`src/sv/duplicate_element_finder_macros.svh`:
```
// Assertion macros shared by the duplicate element finder RTL.
`ifndef DUPLICATE_ELEMENT_FINDER_MACROS_SVH
`define DUPLICATE_ELEMENT_FINDER_MACROS_SVH

// Same-cycle implication, checked outside reset.
`define DUPF_ASSERT_NOW(label, ante, cons, msg) \
    label: assert property (@(posedge clk) disable iff (!rst_n) (ante) |-> (cons)) \
        else $error(msg);

// Next-cycle implication, checked outside reset.
`define DUPF_ASSERT_NEXT(label, ante, cons, msg) \
    label: assert property (@(posedge clk) disable iff (!rst_n) (ante) |=> (cons)) \
        else $error(msg);

`endif

```
`src/sv/dupf_pkg.sv`:
```
// Package with shared types and constants of the duplicate element finder.
package dupf_pkg;

    localparam int VALUE_W          = 32;
    localparam int MAX_ELEMENTS_DEF = 64;

    typedef enum logic [2:0] {
        S_IDLE,
        S_SCAN_RD,
        S_SCAN_CHK,
        S_STORE,
        S_OUT_RD,
        S_OUT_CHK,
        S_OUT_FIN
    } state_t;

endpackage

```
`src/sv/duplicate_element_finder.sv`:
```
// Duplicate element finder: stores a list and reports elements repeated later.
// Each element is compared against every stored element and then stored; a full store drops it.
// The last element then starts an output sweep over the stored elements.
// Throughput: one item at a time; the single read port of the element memory sets the pace.
// Results leave through an output register, so the sweep stalls only when it is still full.
// Reset (rst_n, asynchronous, active low) empties the list and clears the output valid flag.
`include "duplicate_element_finder_macros.svh"

module duplicate_element_finder #(
    parameter int MAX_ELEMENTS = dupf_pkg::MAX_ELEMENTS_DEF
) (
    input  logic                                 clk,
    input  logic                                 rst_n,
    input  logic                                 in_valid,
    output logic                                 in_ready,
    input  logic signed [dupf_pkg::VALUE_W-1:0]  element_value,
    input  logic                                 last_element,
    output logic                                 out_valid,
    input  logic                                 out_ready,
    output logic signed [dupf_pkg::VALUE_W-1:0]  dup_value,
    output logic                                 last_result,
    output logic                                 list_empty,
    output logic                                 overflow
);

    import dupf_pkg::*;

    localparam int AW = (MAX_ELEMENTS > 1) ? $clog2(MAX_ELEMENTS) : 1;
    localparam int CW = $clog2(MAX_ELEMENTS + 1);
    localparam int EW = VALUE_W + 1;

    // Each entry holds the seen-later flag above the element value.
    logic [EW-1:0] mem [MAX_ELEMENTS];
    logic [EW-1:0] rd_data_reg;
    logic          rd_en;
    logic [AW-1:0] rd_addr;
    logic          wr_en;
    logic [AW-1:0] wr_addr;
    logic [EW-1:0] wr_data;

    state_t state_reg, state_next;

    logic [CW-1:0]      count_reg, count_next;
    logic [AW-1:0]      idx_reg, idx_next;
    logic               ovf_reg, ovf_next;
    logic [VALUE_W-1:0] item_reg, item_next;
    logic               last_reg, last_next;
    logic               pend_valid_reg, pend_valid_next;
    logic [VALUE_W-1:0] pend_reg, pend_next;

    logic               out_valid_reg, out_valid_next;
    logic [VALUE_W-1:0] out_value_reg, out_value_next;
    logic               out_last_reg, out_last_next;
    logic               out_empty_reg, out_empty_next;
    logic               out_ovf_reg, out_ovf_next;

    logic accept;
    logic full;
    logic out_free;
    logic idx_at_end;
    logic hit;
    logic flag;
    logic out_stall;

    assign accept     = in_valid && in_ready;
    assign full       = (count_reg == CW'(MAX_ELEMENTS));
    assign out_free   = !out_valid_reg || out_ready;
    assign idx_at_end = ((CW'(idx_reg) + CW'(1)) == count_reg);
    assign hit        = (rd_data_reg[VALUE_W-1:0] == item_reg);
    assign flag       = rd_data_reg[EW-1];
    assign out_stall  = flag && pend_valid_reg && !out_free;

    assign in_ready    = (state_reg == S_IDLE);
    assign out_valid   = out_valid_reg;
    assign dup_value   = $signed(out_value_reg);
    assign last_result = out_last_reg;
    assign list_empty  = out_empty_reg;
    assign overflow    = out_ovf_reg;

    always_ff @(posedge clk)
    begin
        if (wr_en)
        begin
            mem[wr_addr] <= wr_data;
        end
        if (rd_en)
        begin
            rd_data_reg <= mem[rd_addr];
        end
    end

    always_comb
    begin
        state_next = state_reg;
        unique case (state_reg)
            S_IDLE:
            begin
                if (accept)
                begin
                    if (!full)
                    begin
                        state_next = (count_reg == '0) ? S_STORE : S_SCAN_RD;
                    end
                    else if (last_element)
                    begin
                        state_next = S_OUT_RD;
                    end
                end
            end
            S_SCAN_RD:
            begin
                state_next = S_SCAN_CHK;
            end
            S_SCAN_CHK:
            begin
                state_next = idx_at_end ? S_STORE : S_SCAN_RD;
            end
            S_STORE:
            begin
                state_next = last_reg ? S_OUT_RD : S_IDLE;
            end
            S_OUT_RD:
            begin
                state_next = S_OUT_CHK;
            end
            S_OUT_CHK:
            begin
                if (!out_stall)
                begin
                    state_next = idx_at_end ? S_OUT_FIN : S_OUT_RD;
                end
            end
            S_OUT_FIN:
            begin
                if (out_free)
                begin
                    state_next = S_IDLE;
                end
            end
            default:
            begin
                state_next = S_IDLE;
            end
        endcase
    end

    always_comb
    begin
        rd_en           = 1'b0;
        rd_addr         = idx_reg;
        wr_en           = 1'b0;
        wr_addr         = idx_reg;
        wr_data         = {1'b1, item_reg};
        count_next      = count_reg;
        idx_next        = idx_reg;
        ovf_next        = ovf_reg;
        item_next       = item_reg;
        last_next       = last_reg;
        pend_valid_next = pend_valid_reg;
        pend_next       = pend_reg;
        out_valid_next  = out_valid_reg && !out_ready;
        out_value_next  = out_value_reg;
        out_last_next   = out_last_reg;
        out_empty_next  = out_empty_reg;
        out_ovf_next    = out_ovf_reg;
        unique case (state_reg)
            S_IDLE:
            begin
                if (accept)
                begin
                    item_next = $unsigned(element_value);
                    last_next = last_element;
                    idx_next  = '0;
                    if (full)
                    begin
                        ovf_next = 1'b1;
                    end
                end
            end
            S_SCAN_RD, S_OUT_RD:
            begin
                rd_en = 1'b1;
            end
            S_SCAN_CHK:
            begin
                wr_en    = hit;
                idx_next = idx_reg + AW'(1);
            end
            S_STORE:
            begin
                wr_en      = 1'b1;
                wr_addr    = count_reg[AW-1:0];
                wr_data    = {1'b0, item_reg};
                count_next = count_reg + CW'(1);
                idx_next   = '0;
            end
            S_OUT_CHK:
            begin
                if (!out_stall)
                begin
                    idx_next = idx_reg + AW'(1);
                    if (flag)
                    begin
                        if (pend_valid_reg)
                        begin
                            out_valid_next = 1'b1;
                            out_value_next = pend_reg;
                            out_last_next  = 1'b0;
                            out_empty_next = 1'b0;
                            out_ovf_next   = ovf_reg;
                        end
                        pend_next       = rd_data_reg[VALUE_W-1:0];
                        pend_valid_next = 1'b1;
                    end
                end
            end
            S_OUT_FIN:
            begin
                if (out_free)
                begin
                    out_valid_next  = 1'b1;
                    out_value_next  = pend_valid_reg ? pend_reg : '0;
                    out_last_next   = 1'b1;
                    out_empty_next  = !pend_valid_reg;
                    out_ovf_next    = ovf_reg;
                    count_next      = '0;
                    ovf_next        = 1'b0;
                    pend_valid_next = 1'b0;
                end
            end
            default:
            begin
                rd_en = 1'b0;
            end
        endcase
    end

    always_ff @(posedge clk or negedge rst_n)
    begin
        if (!rst_n)
        begin
            state_reg      <= S_IDLE;
            count_reg      <= '0;
            idx_reg        <= '0;
            ovf_reg        <= 1'b0;
            last_reg       <= 1'b0;
            pend_valid_reg <= 1'b0;
            out_valid_reg  <= 1'b0;
        end
        else
        begin
            state_reg      <= state_next;
            count_reg      <= count_next;
            idx_reg        <= idx_next;
            ovf_reg        <= ovf_next;
            last_reg       <= last_next;
            pend_valid_reg <= pend_valid_next;
            out_valid_reg  <= out_valid_next;
        end
    end

    always_ff @(posedge clk)
    begin
        item_reg      <= item_next;
        pend_reg      <= pend_next;
        out_value_reg <= out_value_next;
        out_last_reg  <= out_last_next;
        out_empty_reg <= out_empty_next;
        out_ovf_reg   <= out_ovf_next;
    end

    `DUPF_ASSERT_NOW(a_count_bound, 1'b1, count_reg <= CW'(MAX_ELEMENTS), "element count above capacity")
    `DUPF_ASSERT_NOW(a_empty_form, out_valid_reg && out_empty_reg, out_last_reg && (out_value_reg == '0), "empty result malformed")
    `DUPF_ASSERT_NOW(a_write_state, wr_en, (state_reg == S_SCAN_CHK) || (state_reg == S_STORE), "memory write outside load")
    `DUPF_ASSERT_NOW(a_pend_state, pend_valid_reg, (state_reg == S_OUT_RD) || (state_reg == S_OUT_CHK) || (state_reg == S_OUT_FIN), "pending result outside sweep")
    `DUPF_ASSERT_NEXT(a_fin_clears, (state_reg == S_OUT_FIN) && out_free, (count_reg == '0) && !ovf_reg && out_valid_reg && out_last_reg, "list not closed after final result")

endmodule

```
`config.mk`:
```
export PLATFORM = sky130hd
export DESIGN_NAME = duplicate_element_finder
export DESIGN_NICKNAME = d
export VERILOG_FILES = /design/src/sv/dupf_pkg.sv /design/src/sv/duplicate_element_finder.sv
export VERILOG_INCLUDE_DIRS = /design/src /design/src/sv
export SDC_FILE = /design/constraint.sdc
export NUM_CORES = 2
export LEC_CHECK = 0
export BUFFER_PORTS_ARGS = -buffer_cell sky130_fd_sc_hd__buf_2
export CAP_MARGIN = 20
export CORE_UTILIZATION = 57
export DETAILED_ROUTE_END_ITERATION = 8
export GPL_ROUTABILITY_DRIVEN = 0
export PLACE_DENSITY = 0.76
export REMOVE_ABC_BUFFERS = 1
export SLEW_MARGIN = 15
export SYNTH_ARGS = -nofsm -noshare
export SYNTH_HDL_FRONTEND = slang
export SYNTH_SLANG_ARGS = --single-unit
```
`constraint.sdc`:
```
create_clock -name clk -period 4.97 [get_ports clk]
set_clock_uncertainty 0.2 [all_clocks]
set_input_delay 1.491 -clock clk [delete_from_list [all_inputs] [get_ports clk]]
set_output_delay 1.491 -clock clk [all_outputs]
set_load 0.005 [all_outputs]
```
==> metrics <==
status finished clean; critical path data arrival time 4790 ps; M1 GR Usage 0.424; clock slew at reported path FFs about 60 ps; sequential power share 0.496; Yosys top cell by area edfxtp_1; MaxCap Viol Count 0; RSZ-0062 raised after global routing false; die width roughly 400 um; P_sw 12600 uW; Starting Density 0.575; Post-synth EDFFs 2244; flops & latches, synth between 2000 and 2500; M3 GR Usage 0.103; height of the die 391 um; sequential element share of the synthesized area 0.788; # IOs 74; DRC 0; Mean Syn Cell Area 22.5 um2; CP max stage cell nor3_1; Rel. slew slack 0.160; Critical Path End mem[62][17]; Tot Pwr ~46000 uW; first-pass GRT wire length 327000 um; critical path required time about 5300 ps; LEAKAGE 0.0297 uW; Sw Share 0.271; setup_tns 0 ps; Largest register FFs 2112; r2r setup slk 540 ps; FF-to-FF End mem[62][17]; Internal 33700 uW; Logic pwr share 0.168; CTS Hold Bufs 0; Reg2Reg Depth 7; 1st-iter DRT viols between 7000 and 8000; Critical Path End Type flop; Clk pwr share 0.335; Fillers 9314; CP startpoint kind flop; Die Area 153000 um2; gr busiest metal met2; Tmin final between 4000 and 5000 ps; initial antenna violation count 18; num rows 142; routed len/inst ~37 um; most frequent cells in the layout 2244 x edfxtp_1, 528 x mux4_2, 211 x clkbuf_16, 194 x buf_4, 83 x a21oi_1; Hold/Removal Path Class reg2reg; GRT Residual Overflow 0; CTS tree built; Clock Latency Late Sink around 870 ps; share of cells above drive strength 1 0.279; synthesized cell area 86200 um2; Final period util 0.890; Vias 43900; VDD IR max approximately 0.00060 V; Root Buffer clkbuf_16; crit-path cells xnor2_1 > nand4_1 > nor3_1 > nand4_1 > buf_4 > a21oi_4 > buf_12; DP HPWL between 100000 and 150000 um; most common library cell in the layout ignoring fill and taps edfxtp_1; worst-margin pin slew 1260 ps; Largest stage delay, worst path 940 ps; Post-CTS Setup Inserts 0; largest net degree at the start of global routing between 100 and 150; Yosys warning total 0; Clock Tree Buf Depth 3; largest cells by area after synthesis edfxtp_1 78%, mux4_2 14%, a21oi_1 0.86%; met2 usage 0.463; power density over cell area 475 nW/um2; Yosys top cell area share 0.782; Async S/R FF share, synth 0.00883; CTS resizes 0; Util after Layout 0.649; Area Growth Syn to Fin 13.0%; Final Hold Vio Count 0; worst-path fanout max 19; final WL roughly 230000 um; final-report setup violation count 0; Routed Antenna Nets 0; DR vias/cell about 7; number of buffers created by CTS between 200 and 250; Max H-tree Level 4; Worst Path Class, Setup reg2reg; core area about 150000 um2; most frequent CP cell nand4_1; Crit. Startpoint item_reg[22]; GRT Total Usage 0.311; vias in the first global route 43400; Max Slew Vio Count 0; synth unique cells 58; drt first pass iters 7; PortBufs 73; FF-to-FF Start item_reg[22]; Synth Instances 3824; fmax 226 MHz; Post-synth top flop edfxtp_1; clock sink count 2264; nets@finish 4164
power groups by stage:
stage	combinational, uW	sequential (uW)	clock [uW]
2_1_floorplan	4540	23900	0
3_3_place_gp	7430	23300	0
4_1_cts	7670	22900	15600
5_1_grt	8040	22900	16300
3_5_place_dp	7580	23300	0
6_report	7790	23000	15500
synthesized netlist by cell type (all sizes together), types with 4 or more instances:
library cell and number:
o221ai 32, o211a 4, and3 8, o31ai 7, a211oi 5, nor2 55
nand2b 11, nand3 16, nand4 25, a41o 4, a21oi 148, nor3 5
buf 106, a22o 38, edfxtp 2244, inv 12, dfrtp 20, o21ai 37
nor2b 47, mux4 528, a31oi 25, or2 4, o22ai 44, a22oi 27
clkbuf 103, nand3b 8, a32oi 5, mux2i 43, xnor2 43, a221oi 53
and2 4, nand2 76, or3 5
area by class of cell:
class	count	area (um2)	area share
Inverter	13	48.8	0.000501
Clock buffer	245	5410	0.0555
Antenna cell	4	10.0	0.000103
Multi-Input combinational cell	1338	17900	0.184
Clock inverter	136	1160	0.0119
Tap cell	2016	2520	0.0259
Sequential cell	2264	67900	0.697
Timing Repair Buffer	298	2420	0.0248
critical path: cells and delay by family (launching register included):
| kind | cells | cell delay [ps] |
|---|---|---|
| AOI/OAI and AO/OA | 1 | 640 |
| buffers and inverters | 2 | 570 |
| and+or+nand+nor | 3 | 1450 |
| DFF | 1 | 560 |
| xor gates and xnor gates | 1 | 660 |
stage by stage:
stage                     std cells  worst slack [ps]  hold slack (ps)  area (um2)
after floorplan                3615            -18460              226       85100
after global placement         5925               853              295       90800
after detailed placement       5926               897              291       90800
after CTS                      6307               872              308       97300
after global routing           6310               632              325       97400
final                          6314               545              326       97400
layer usage:
metal / wire length [um] / share of wire
met5: 239 / 0.0010
met1: 79700 / 0.34
met4: 11500 / 0.049
met3: 35200 / 0.15
met2: 107000 / 0.46
how the worst min path moves through the flow:
stage | start | cells past startpoint | slack [ps] | to
finish | rd_data_reg[8] | 0 | 330 | pend_reg[8]
global route | rd_data_reg[8] | 0 | 330 | pend_reg[8]
CTS | rd_data_reg[8] | 0 | 310 | pend_reg[8]
detailed placement | rd_data_reg[8] | 0 | 290 | pend_reg[8]
global placement | rd_data_reg[8] | 0 | 300 | pend_reg[8]
floorplan | ovf_reg | 0 | 230 | overflow
logic make-up (layout without fill, tap and decap cells):
group                    Yosys count  count (layout)  share of synthesized area
flip-flops                      2264            2264                      0.788
multiplexers                     574             574                      0.143
AO/OA/AOI/OAI                    439             439                     0.0341
AND/OR/NAND/NOR                  277             277                     0.0165
buffers and inverters            222             692                     0.0130
XOR/XNOR                          45              45                    0.00457
adder cells (fa/ha/maj)            3               3                   0.000436
other                              0               4                          0
Note: power is estimated with default switching activity, not from simulation.
